**src/hw/rtl/assert_macros.svh**
```systemverilog
// Assertion macros shared by the A5/1 keystream RTL.
// Expects i_clk and i_rst_n in the scope of each use.
`ifndef ASSERT_MACROS_SVH
`define ASSERT_MACROS_SVH

// Checked only while out of reset.
`define A51_ASSERT(lbl, prop, msg) \
    lbl: assert property (@(posedge i_clk) disable iff (!i_rst_n) prop) else $error(msg);

// Checked on every edge, reset included.
`define A51_ASSERT_ALWAYS(lbl, prop, msg) \
    lbl: assert property (@(posedge i_clk) prop) else $error(msg);

`endif

```
**src/hw/rtl/a51_pkg.sv**
```systemverilog
// Shared constants, types and sequencer states for the A5/1 keystream generator.
// No dependencies.
`default_nettype none

package a51_pkg;

    localparam int KEY_BITS       = 64;
    localparam int FRAME_BITS     = 22;
    localparam int MIX_CLOCKS     = 100;
    localparam int BITS_PER_BURST = 114;

    localparam int ONE_W   = 19;
    localparam int TWO_W   = 22;
    localparam int THREE_W = 23;

    localparam logic [ONE_W-1:0]   ONE_TAPS   = 19'h72000;
    localparam logic [TWO_W-1:0]   TWO_TAPS   = 22'h300000;
    localparam logic [THREE_W-1:0] THREE_TAPS = 23'h700080;

    localparam int ONE_CLK   = 8;
    localparam int TWO_CLK   = 10;
    localparam int THREE_CLK = 10;

    // Longest phase sets the counter width.
    localparam int MAX_A     = (KEY_BITS > MIX_CLOCKS) ? KEY_BITS : MIX_CLOCKS;
    localparam int MAX_PHASE = (MAX_A > BITS_PER_BURST) ? MAX_A : BITS_PER_BURST;
    localparam int CNT_W     = (MAX_PHASE > 1) ? $clog2(MAX_PHASE) : 1;

    typedef logic [CNT_W-1:0] t_cnt;

    typedef enum logic [4:0] {
        S_IDLE  = 5'b00001,
        S_KEY   = 5'b00010,
        S_FRAME = 5'b00100,
        S_MIX   = 5'b01000,
        S_OUT   = 5'b10000
    } t_state;

    typedef struct packed {
        logic clear;
        logic clock_all;
        logic clock_maj;
        logic in_bit;
    } t_lfsr_ctrl;

endpackage

`default_nettype wire

```
**src/hw/rtl/a51_lfsr_unit.sv**
```systemverilog
// Shared stepping unit: the three A5/1 shift registers with clear, load and majority clocking.
// Depends on a51_pkg.
`default_nettype none

module a51_lfsr_unit
    import a51_pkg::*;
(
    input  wire logic       i_clk,
    input  wire t_lfsr_ctrl i_ctrl,
    output logic            o_bit
);

    logic [ONE_W-1:0]   r_one,   n_one,   sh_one;
    logic [TWO_W-1:0]   r_two,   n_two,   sh_two;
    logic [THREE_W-1:0] r_three, n_three, sh_three;
    logic a, b, c, maj;
    logic step_one, step_two, step_three;

    always_comb begin
        sh_one   = {r_one[ONE_W-2:0],     ^(r_one & ONE_TAPS)};
        sh_two   = {r_two[TWO_W-2:0],     ^(r_two & TWO_TAPS)};
        sh_three = {r_three[THREE_W-2:0], ^(r_three & THREE_TAPS)};

        a   = r_one[ONE_CLK];
        b   = r_two[TWO_CLK];
        c   = r_three[THREE_CLK];
        maj = (a & b) | (a & c) | (b & c);

        step_one   = i_ctrl.clock_all | (i_ctrl.clock_maj & (a == maj));
        step_two   = i_ctrl.clock_all | (i_ctrl.clock_maj & (b == maj));
        step_three = i_ctrl.clock_all | (i_ctrl.clock_maj & (c == maj));

        n_one   = step_one   ? sh_one   : r_one;
        n_two   = step_two   ? sh_two   : r_two;
        n_three = step_three ? sh_three : r_three;

        // fold the loaded bit into bit 0 after the shift
        n_one[0]   = n_one[0]   ^ i_ctrl.in_bit;
        n_two[0]   = n_two[0]   ^ i_ctrl.in_bit;
        n_three[0] = n_three[0] ^ i_ctrl.in_bit;

        if (i_ctrl.clear) begin
            n_one   = '0;
            n_two   = '0;
            n_three = '0;
        end

        // keystream bit is taken after the clock
        o_bit = n_one[ONE_W-1] ^ n_two[TWO_W-1] ^ n_three[THREE_W-1];
    end

    always_ff @(posedge i_clk) begin
        r_one   <= n_one;
        r_two   <= n_two;
        r_three <= n_three;
    end

endmodule

`default_nettype wire

```
**src/hw/rtl/a51_sequencer.sv**
```systemverilog
// Phase sequencer: key and frame loading, mixing, keystream byte packing and result strobes.
// Depends on a51_pkg and assert_macros.svh; drives a51_lfsr_unit.
`default_nettype none
`include "assert_macros.svh"

module a51_sequencer
    import a51_pkg::*;
(
    input  wire logic                  i_clk,
    input  wire logic                  i_rst_n,
    input  wire logic                  i_start,
    input  wire logic [KEY_BITS-1:0]   i_key,
    input  wire logic [FRAME_BITS-1:0] i_frame_number,
    input  wire logic                  i_bit,
    output t_lfsr_ctrl                 o_ctrl,
    output logic                       o_busy,
    output logic                       o_strobe,
    output logic [7:0]                 o_keystream_byte,
    output logic                       o_direction,
    output logic                       o_last_byte
);

    t_state                r_state, n_state;
    t_cnt                  r_cnt,   n_cnt;
    logic                  r_dir,   n_dir;
    logic [KEY_BITS-1:0]   r_key,   n_key;
    logic [FRAME_BITS-1:0] r_frame, n_frame;
    logic [7:0]            r_gather, n_gather;
    logic                  r_valid, n_valid;
    logic [7:0]            r_obyte, n_obyte;
    logic                  r_odir,  n_odir;
    logic                  r_olast, n_olast;

    logic [2:0] pos;
    logic [7:0] cur_byte;
    logic       burst_end;

    always_comb begin
        n_state  = r_state;
        n_cnt    = r_cnt;
        n_dir    = r_dir;
        n_key    = r_key;
        n_frame  = r_frame;
        n_gather = r_gather;
        n_valid  = 1'b0;
        n_obyte  = r_obyte;
        n_odir   = r_odir;
        n_olast  = r_olast;
        o_ctrl   = '0;

        pos       = r_cnt[2:0];
        cur_byte  = r_gather | ({7'b0, i_bit} << (3'd7 - pos));
        burst_end = (r_cnt == t_cnt'(BITS_PER_BURST - 1));

        unique case (r_state)
            S_IDLE: begin
                if (i_start) begin
                    o_ctrl.clear = 1'b1;
                    n_state      = S_KEY;
                    n_cnt        = '0;
                    n_key        = i_key;
                    n_frame      = i_frame_number;
                end
            end
            S_KEY: begin
                o_ctrl.clock_all = 1'b1;
                o_ctrl.in_bit    = r_key[0];
                n_key            = r_key >> 1;
                if (r_cnt == t_cnt'(KEY_BITS - 1)) begin
                    n_state = S_FRAME;
                    n_cnt   = '0;
                end else begin
                    n_cnt = r_cnt + 1'b1;
                end
            end
            S_FRAME: begin
                o_ctrl.clock_all = 1'b1;
                o_ctrl.in_bit    = r_frame[0];
                n_frame          = r_frame >> 1;
                if (r_cnt == t_cnt'(FRAME_BITS - 1)) begin
                    n_state = S_MIX;
                    n_cnt   = '0;
                end else begin
                    n_cnt = r_cnt + 1'b1;
                end
            end
            S_MIX: begin
                o_ctrl.clock_maj = 1'b1;
                if (r_cnt == t_cnt'(MIX_CLOCKS - 1)) begin
                    n_state  = S_OUT;
                    n_cnt    = '0;
                    n_dir    = 1'b0;
                    n_gather = '0;
                end else begin
                    n_cnt = r_cnt + 1'b1;
                end
            end
            S_OUT: begin
                o_ctrl.clock_maj = 1'b1;
                // emit on a full byte or on the short tail of the burst
                if (pos == 3'd7 || burst_end) begin
                    n_valid  = 1'b1;
                    n_obyte  = cur_byte;
                    n_odir   = r_dir;
                    n_olast  = r_dir & burst_end;
                    n_gather = '0;
                end else begin
                    n_gather = cur_byte;
                end
                if (burst_end) begin
                    n_cnt = '0;
                    if (r_dir) begin
                        n_state = S_IDLE;
                    end else begin
                        n_dir = 1'b1;
                    end
                end else begin
                    n_cnt = r_cnt + 1'b1;
                end
            end
            default: begin
                n_state = S_IDLE;
            end
        endcase
    end

    always_ff @(posedge i_clk) begin
        if (!i_rst_n) begin
            r_state <= S_IDLE;
            r_cnt   <= '0;
            r_dir   <= 1'b0;
            r_valid <= 1'b0;
        end else begin
            r_state <= n_state;
            r_cnt   <= n_cnt;
            r_dir   <= n_dir;
            r_valid <= n_valid;
        end
    end

    always_ff @(posedge i_clk) begin
        r_key    <= n_key;
        r_frame  <= n_frame;
        r_gather <= n_gather;
        r_obyte  <= n_obyte;
        r_odir   <= n_odir;
        r_olast  <= n_olast;
    end

    assign o_busy           = (r_state != S_IDLE);
    assign o_strobe         = r_valid;
    assign o_keystream_byte = r_obyte;
    assign o_direction      = r_odir;
    assign o_last_byte      = r_valid & r_olast;

    `A51_ASSERT(a_state_onehot, $onehot(r_state), "sequencer state not one-hot")
    `A51_ASSERT(a_strobe_from_out, o_strobe |-> $past(r_state == S_OUT), "strobe outside output phase")
    `A51_ASSERT(a_last_is_uplink, o_last_byte |-> (o_strobe && o_direction), "last byte not uplink")
    `A51_ASSERT(a_start_enters_key, (i_start && !o_busy) |=> (r_state == S_KEY), "start not taken")
    `A51_ASSERT(a_one_clock_mode, !(o_ctrl.clock_all && o_ctrl.clock_maj), "two clock modes at once")
    `A51_ASSERT_ALWAYS(a_reset_idle, !i_rst_n |=> (r_state == S_IDLE && !o_strobe), "reset not idle")

endmodule

`default_nettype wire

```
**src/hw/rtl/a51_keystream_generator_core.sv**
```systemverilog
// A5/1 keystream generator, top level: start/busy frame channel, strobed byte results,
// session key register. Depends on a51_pkg, a51_sequencer and a51_lfsr_unit.
//
// Usage:
//   Write the 64-bit session key with i_cfg_we / i_cfg_wdata while busy is low.
//   Pulse start with i_frame_number while busy is low; the frame is taken on
//   that edge and busy rises on the next cycle.
//   The shift registers are cleared, then clocked once per cycle: 64 key clocks,
//   22 frame clocks, 100 majority mixing clocks, then 114 downlink and 114
//   uplink keystream clocks, one bit each. Busy stays high from the first key
//   clock to the last uplink clock, one clock of the shared shift-register unit
//   per cycle; the next frame may start on the cycle busy falls.
//   Results: 15 downlink then 15 uplink bytes, each on the output ports for one
//   cycle with o_strobe high, first keystream bit in bit 7; the last byte of a
//   direction carries 2 bits and is zero-padded. o_last_byte marks the final
//   uplink byte. Each byte, the last one included, is strobed in the cycle after
//   its final keystream clock.
//   The receiver cannot stall: every strobed byte must be taken.
//   Reset (synchronous, active low) returns to idle, drops any frame in
//   progress and clears the key to zero.
`default_nettype none

module a51_keystream_generator_core
    import a51_pkg::*;
(
    input  wire logic                  i_clk,
    input  wire logic                  i_rst_n,
    input  wire logic                  start,
    output logic                       busy,
    input  wire logic [FRAME_BITS-1:0] i_frame_number,
    input  wire logic                  i_cfg_we,
    input  wire logic [KEY_BITS-1:0]   i_cfg_wdata,
    output logic                       o_strobe,
    output logic [7:0]                 o_keystream_byte,
    output logic                       o_direction,
    output logic                       o_last_byte
);

    logic [KEY_BITS-1:0] r_session_key;
    t_lfsr_ctrl          ctrl;
    logic                ks_bit;

    always_ff @(posedge i_clk) begin
        if (!i_rst_n) begin
            r_session_key <= '0;
        end else if (i_cfg_we) begin
            r_session_key <= i_cfg_wdata;
        end
    end

    a51_sequencer u_seq (
        .i_clk            (i_clk),
        .i_rst_n          (i_rst_n),
        .i_start          (start),
        .i_key            (r_session_key),
        .i_frame_number   (i_frame_number),
        .i_bit            (ks_bit),
        .o_ctrl           (ctrl),
        .o_busy           (busy),
        .o_strobe         (o_strobe),
        .o_keystream_byte (o_keystream_byte),
        .o_direction      (o_direction),
        .o_last_byte      (o_last_byte)
    );

    a51_lfsr_unit u_lfsr (
        .i_clk  (i_clk),
        .i_ctrl (ctrl),
        .o_bit  (ks_bit)
    );

endmodule

`default_nettype wire

```
**config.mk**
```make
export PLATFORM = sky130hd
export DESIGN_NAME = a51_keystream_generator_core
export DESIGN_NICKNAME = d
export VERILOG_FILES = /design/src/hw/rtl/a51_pkg.sv /design/src/hw/rtl/a51_lfsr_unit.sv /design/src/hw/rtl/a51_sequencer.sv /design/src/hw/rtl/a51_keystream_generator_core.sv
export VERILOG_INCLUDE_DIRS = /design/src /design/src/hw/rtl
export SDC_FILE = /design/constraint.sdc
export NUM_CORES = 1
export LEC_CHECK = 0
export ABC_AREA = 1
export BUFFER_PORTS_ARGS = -buffer_cell sky130_fd_sc_hd__buf_2
export CORE_ASPECT_RATIO = 2
export CORE_MARGIN = 2
export CORE_UTILIZATION = 58
export DETAILED_ROUTE_END_ITERATION = 10
export PLACE_DENSITY = 0.84
export SYNTH_ARGS = -nofsm -noshare
export SYNTH_HDL_FRONTEND = slang
export SYNTH_SLANG_ARGS = --single-unit
```
**constraint.sdc**
```tcl
create_clock -name i_clk -period 3.8 [get_ports i_clk]
set_clock_uncertainty 0.05 [all_clocks]
set_input_delay 0.57 -clock i_clk [delete_from_list [all_inputs] [get_ports i_clk]]
set_output_delay 0.57 -clock i_clk [all_outputs]
set_load 0.05 [all_outputs]
```
; Yosys cells after proc, flatten, opt, wreduce, memory -nomap -nowiden
; Index checks and enable logic that the tools add are counted.
[word_totals]
ff_bits = 246
wordCells = 115
[classes]
n_addsub = 2
eq_ne = 20
shifts = 1
n_mux = 35
n_bitwise = 19
reduce_logical = 18
[ops]
columns = operator, count
row1 = 64-bit one-hot mux with 2 select lines, 1
row2 = 22-bit 2-to-1 mux, 3
row3 = 64-bit 2-to-1 mux, 1
row4 = 23-bit 2-to-1 mux, 2
row5 = 22-bit one-hot mux with 2 select lines, 1
row6 = 19-bit 2-to-1 mux, 2
row7 = 7-bit 2-to-1 mux, 5
row8 = 7-bit one-hot mux with 5 select lines, 1
row9 = 5-bit 2-to-1 mux, 6
row10 = 5-bit one-hot mux with 5 select lines, 1
row11 = 23-bit XOR reduction, 1
row12 = 22-bit XOR reduction, 1
row13 = 19-bit XOR reduction, 1
row14 = 8-bit 2-to-1 mux, 2
row15 = 8-bit one-hot mux with 2 select lines, 1
row16 = 7-bit == test (second input constant), 2
row17 = 2-bit AND reduction, 6
row18 = 2-bit by 1-bit != test with 1-bit output (second input constant), 5
row19 = 1-bit bitwise AND, 8
row20 = 8-bit OR, 1
row21 = 1-bit by 3-bit << shifter with 8-bit output, 1
row22 = 7-bit by 1-bit adder with 7-bit output (second input constant), 1
row23 = 7-bit by 5-bit == test with 1-bit output (second input constant), 1
row24 = 7-bit by 6-bit == test with 1-bit output (second input constant), 1
row25 = 20 further kinds, 40

; Longest topological paths before layout
[logic_depth]
ltp_word = 15
mapped_depth = 14

; Cells and area by module
; A second synthesis with hierarchy kept.
[unflattened]
cells_unflattened = 1329
hier_area_um2 = 10618.9
[modules_own_cells]
columns = module, cells_per_inst, n_inst, area_per_inst_um2
row1 = a51_sequencer, 602, 1, 5475.3
row2 = a51_keystream_generator_core, 405, 1, 2670.1
row3 = a51_lfsr_unit, 322, 1, 2473.6

; Least setup slack after synthesis
; Ideal clock, no wire load.
[synth_timing]
path_type = flip-flop to flip-flop
startpoint = register u_seq.r_state[2]
endpoint = register u_seq.r_key[0], enable pin
t_arrival_ns = 2.603
setup_ns = 0.424
setup_slack_ns = 0.723
required_ns = 3.326
stages_incl_launch_ff = 8
path_buffers = 2
period_less_slack_ns = 3.077
cell_sequence = dfxtp_1 -> nor2_2 -> nand2_1 -> nor3_1 -> nand2_1 -> buf_2 -> clkbuf_1 -> nand2_1
[synth_via]
elab_chain_len = 3
elab_cells_between_ends = 5
cone_classes = 3 x eq/ne / 2 x reduce/logical
[synth_rtl]
columns = element, line
row1 = start: declaration, a51_sequencer.sv:23  ; t_state r_state, n_state;
row2 = start signal: assignment, a51_sequencer.sv:134  ; r_state <= n_state;
row3 = 5-bit by 1-bit == test with 1-bit output / 5-bit by 2-bit == test with 1-bit output (equally long branches), a51_sequencer.sv:55  ; unique case (r_state)
row4 = 2-bit != test (no source line) / 2-bit nonzero test (equally long branches), --
row5 = 2-bit AND reduction (no source line) *, --
row6 = end signal: assignment, a51_sequencer.sv:142  ; r_key <= n_key;
row7 = end: declaration, a51_sequencer.sv:26  ; logic [KEY_BITS-1:0] r_key, n_key;
; Mark *: on every way between the ends. The rest lies on a longest branch, timed or not.
; A chain may end at the register's enable or synchronous reset.

; Final worst setup path
[layout_timing]
startpoint = register u_seq.r_state[1]
endpoint = register u_seq.r_gather[3], data pin
[layout_via]
elab_chain_len = 13
elab_cells_between_ends = 28
cone_classes = 5 x eq/ne / 1 x shift / 11 x mux / 9 x bitwise / 2 x reduce/logical
[layout_rtl]
columns = element, line
row1 = 5-bit by 4-bit == test with 1-bit output / 5-bit == test (equally long branches), a51_sequencer.sv:55
row2 = 2-bit OR reduction (no source line), --
row3 = 1-bit 2-to-1 mux, a51_sequencer.sv:55
row4 = 1-bit bitwise AND (on tied branches), "a51_lfsr_unit.sv:29, a51_lfsr_unit.sv:30"
row5 = 1-bit OR (on tied branches), "a51_lfsr_unit.sv:29, a51_lfsr_unit.sv:30"
row6 = 19-bit 2-to-1 mux / 22-bit 2-to-1 mux (equally long branches), "a51_lfsr_unit.sv:33, a51_lfsr_unit.sv:34"
row7 = 19-bit 2-to-1 mux / 22-bit 2-to-1 mux (equally long branches), a51_lfsr_unit.sv:42  ; if (i_ctrl.clear) begin
row8 = 1-bit bitwise XOR (2 in series), a51_lfsr_unit.sv:49  ; o_bit = n_one[ONE_W-1] ^ n_two[TWO_W-1] ^ n_three[THREE_W-1];
row9 = 1-bit by 3-bit << shifter with 8-bit output, a51_sequencer.sv:52  ; cur_byte = r_gather | ({7'b0, i_bit} << (3'd7 - pos));
row10 = 8-bit OR, a51_sequencer.sv:52
row11 = 8-bit 2-to-1 mux, a51_sequencer.sv:101  ; if (pos == 3'd7 || burst_end) begin
row12 = 8-bit one-hot mux with 2 select lines *, a51_sequencer.sv:55
row13 = end signal: assignment, a51_sequencer.sv:144  ; r_gather <= n_gather;
row14 = end: declaration, a51_sequencer.sv:28  ; logic [7:0] r_gather, n_gather;
; Marked as above.

==> metrics.cfg <==
[clocking]
cts_root_buf=clkbuf_16
clockBufferDepth=3
htree_num_levels=1
clkTransAtPathRegs_ns=0.06
cts_made_buffers=21
cts_setup_buffers=0
cts.sinks=246
cts-resized-gates=0
cts_tree=built
clock_latency_ns=0.50
postCtsHoldBufs=0

[critical_path]
start_kind=flip-flop
worst-setup-path-type=reg -> reg
slowest_stage=nor2_4
cp.required_ns=4.09
critPathCaptureType=flip-flop
crit_fanout=27
startpoint=u_seq.r_state[1]$_SDFFE_PN0P_
ff2ff_path_depth=13
cp_cell_sequence=nor2_4 > nand2_1 > nor2_4 > nor2_8 > nand2_1 > nand2_1 > nand2_1 > nand3_1 > nand2_1 > nand2_1 > nand2_2 > nand4_1 > a21oi_1
crit_top_cell=nand2_1
r2r-start=u_seq.r_state[1]$_SDFFE_PN0P_
r2r_slack_ns=0.99
crit_arrival_ns=3.10
cpPeakStageDelay_ns=0.51

[synth]
synth_warnings=0
synth-edff-count=104
ys_ff_latch=246
netlist_area_um2=9770
seq_area_frac_synth_pct=61.0
syn_nets=1220
async_reset_ff_share_pct=0
syn_avg_cell_area_um2=8.67
netlist-cell-type-count=31
synth_area_leaders=edfxtp_1 32%, dfxtp_1 29%, nand2_1 13%, nor2_1 6.8%, o21ai_0 5.5%
yosys.area.top_type_share_pct=32.0
ys.flop_type=dfxtp_1
synth_top_cell_by_area=edfxtp_1
netlist_instances=1127

[power]
p_seq_share_pct=51.5
p_leak_nw=4.74
p_per_area_nw_per_um2=634
clkPwrFrac_pct=29.1
switchingPower_w=0.00208
ir_worst_vdd_uv=540
power_frac_comb_pct=19.4
p_int_w=0.00488
swShare_pct=29.9

[drt]
initialDrtViolationCount=511
drt-total-wl_um=19200
via_per_inst=5.32
ant_nets=0
num_vias=7565
drc=0
wire_per_inst_um=13.5
first_pass_iters=5

[floorplan]
io_pins=102
initial_utilization_pct=58.9
die_height_um=188
die_area_um2=18000
die_w_um=95.8
core.rowCount=67
core_um2=16600

[min_path]
worstHoldStart=i_cfg_wdata[21]
hold-path-cell-count=3
hold_class=in -> reg

[timing]
fin_crit_ns=2.81
drv_slew=0
setup_tns_ns=0
finalCritPeriodShare_pct=74.1
rsz0062_at_grt=no
finalHoldViolCount=0
timing.final.ws_setup_ns=0.985
tightestPinTransition_ns=1.05
maxSlewHeadroom_pct=29.6
fmax_mhz=355
setup_viol=0

[grt]
antenna_found_initial=1
grt_pass1_vias=7032
grt_pass1_wl_um=31900
grt_max_degree=66
globalRouteOverflowTotal=0
grtUsageTotal_pct=21.6

[place]
placed_area_um2=10300
dpl_worst_slack_ns=0.965
dp.final_hpwl_um=12000
place_congestion=0.804
io_buffer_count=101

[cells_and_area]
final_common_cell=nand2_1
area_growth_pct=12.4
design_area_um2=11000
final_cell_mix=329 x nand2_1, 177 x nor2_1, 142 x dfxtp_1, 107 x o21ai_0, 104 x edfxtp_1
drive_gt1_share_pct=13.2
nNetsFinal=1291

[run_status]
status=completed

[run]
cap_violations=0

logic make-up (layout without fill, tap and decap cells):
group / Yosys count / after routing / share of synthesized area, %
adders and majority gates: 3 / 3 / 0.384
buffers and inverters: 121 / 207 / 4.84
DFF: 246 / 246 / 61.0
AOI/OAI and AO/OA: 181 / 181 / 9.59
other: 0 / 1 / 0
and+or+nand+nor: 568 / 568 / 23.4
xor gates and xnor gates: 8 / 8 / 0.717
layer usage:
layer	global-route usage, %	vias up	routed length, um
li1	-	3808	-
met1	30.3	3490	8360
met2	34.9	235	9340
met3	2.69	32	1150
met4	6.59	0	397
met5	0	-	0
metrics by stage:
| stage | util (%) | std cells | hold slack (ns) | power (W) |
|---|---|---|---|---|
| after floorplan | - | 1127 | 0.375 | 0.00464 |
| after global placement | 62.3 | 1382 | 0.389 | 0.00490 |
| after detailed placement | 62.3 | 1382 | 0.396 | 0.00497 |
| after CTS | 66.2 | 1420 | 0.227 | 0.00699 |
| after global routing | 66.2 | 1421 | 0.238 | 0.00732 |
| final | 66.2 | 1421 | 0.233 | 0.00696 |
flip-flops by register name, indices dropped and copies added (netlist names):
| name | flops |
|---|---|
| u_seq.o_direction | 1 |
| r_session_key | 64 |
| u_seq.o_strobe | 1 |
| u_seq.r_frame | 22 |
| u_seq.o_keystream_byte | 8 |
| u_seq.r_cnt | 7 |
| u_seq.r_olast | 1 |
| u_seq.r_key | 64 |
| u_seq.r_gather | 8 |
| u_lfsr.r_three | 23 |
| u_lfsr.r_one | 19 |
| u_seq.r_state | 5 |
| u_seq.r_dir | 1 |
| u_lfsr.r_two | 22 |
worst paths after layout:
kind | end
setup / recovery | u_seq.r_gather[3]$_SDFFCE_PP0P_
hold / removal | r_session_key[21]$_SDFFE_PN0P_
hold reg to reg | u_lfsr.r_two[8]$_SDFFE_PP0P_
setup reg to reg | u_seq.r_gather[3]$_SDFFCE_PP0P_
Yosys cell counts, types with 2 or more instances:
master    count
a211oi_1      9
a21oi_1      61
buf_1         6
buf_2         9
clkbuf_1     43
dfxtp_1     142
edfxtp_1    104
ha_1          3
inv_1        57
inv_2         5
nand2_1     330
nand2_2       4
nand3_1      32
nand3_2       2
nand4_1       7
nor2_1      177
nor2_2        2
nor2_4        4
nor3_1        6
o21ai_0     107
xnor2_1       4
xor2_1        4
power by group through the flow:
stage,Combinational [W],Sequential (W),Clock (W)
floorplan,0.00104,0.00360,0
global placement,0.00128,0.00362,0
detailed placement,0.00134,0.00363,0
CTS,0.00135,0.00359,0.00205
global route,0.00153,0.00364,0.00215
finish,0.00135,0.00359,0.00203
critical path: cells and delay by family, from the launching register on:
| family | cells | cell delay (ns) |
|---|---|---|
| flops | 1 | 0.35 |
| compound gates | 1 | 0.17 |
| simple gates | 12 | 2.07 |
area by class of cell:
type	instances	area (um2)
antenna	1	2.50
clock buffer	35	619
clock inverter	3	20.0
fill	1305	5610
inverter	62	233
multi-input combinational	760	3340
sequential	246	5970
tap	207	259
timing repair buffer	107	551
Power figures use the tool's default switching activity.
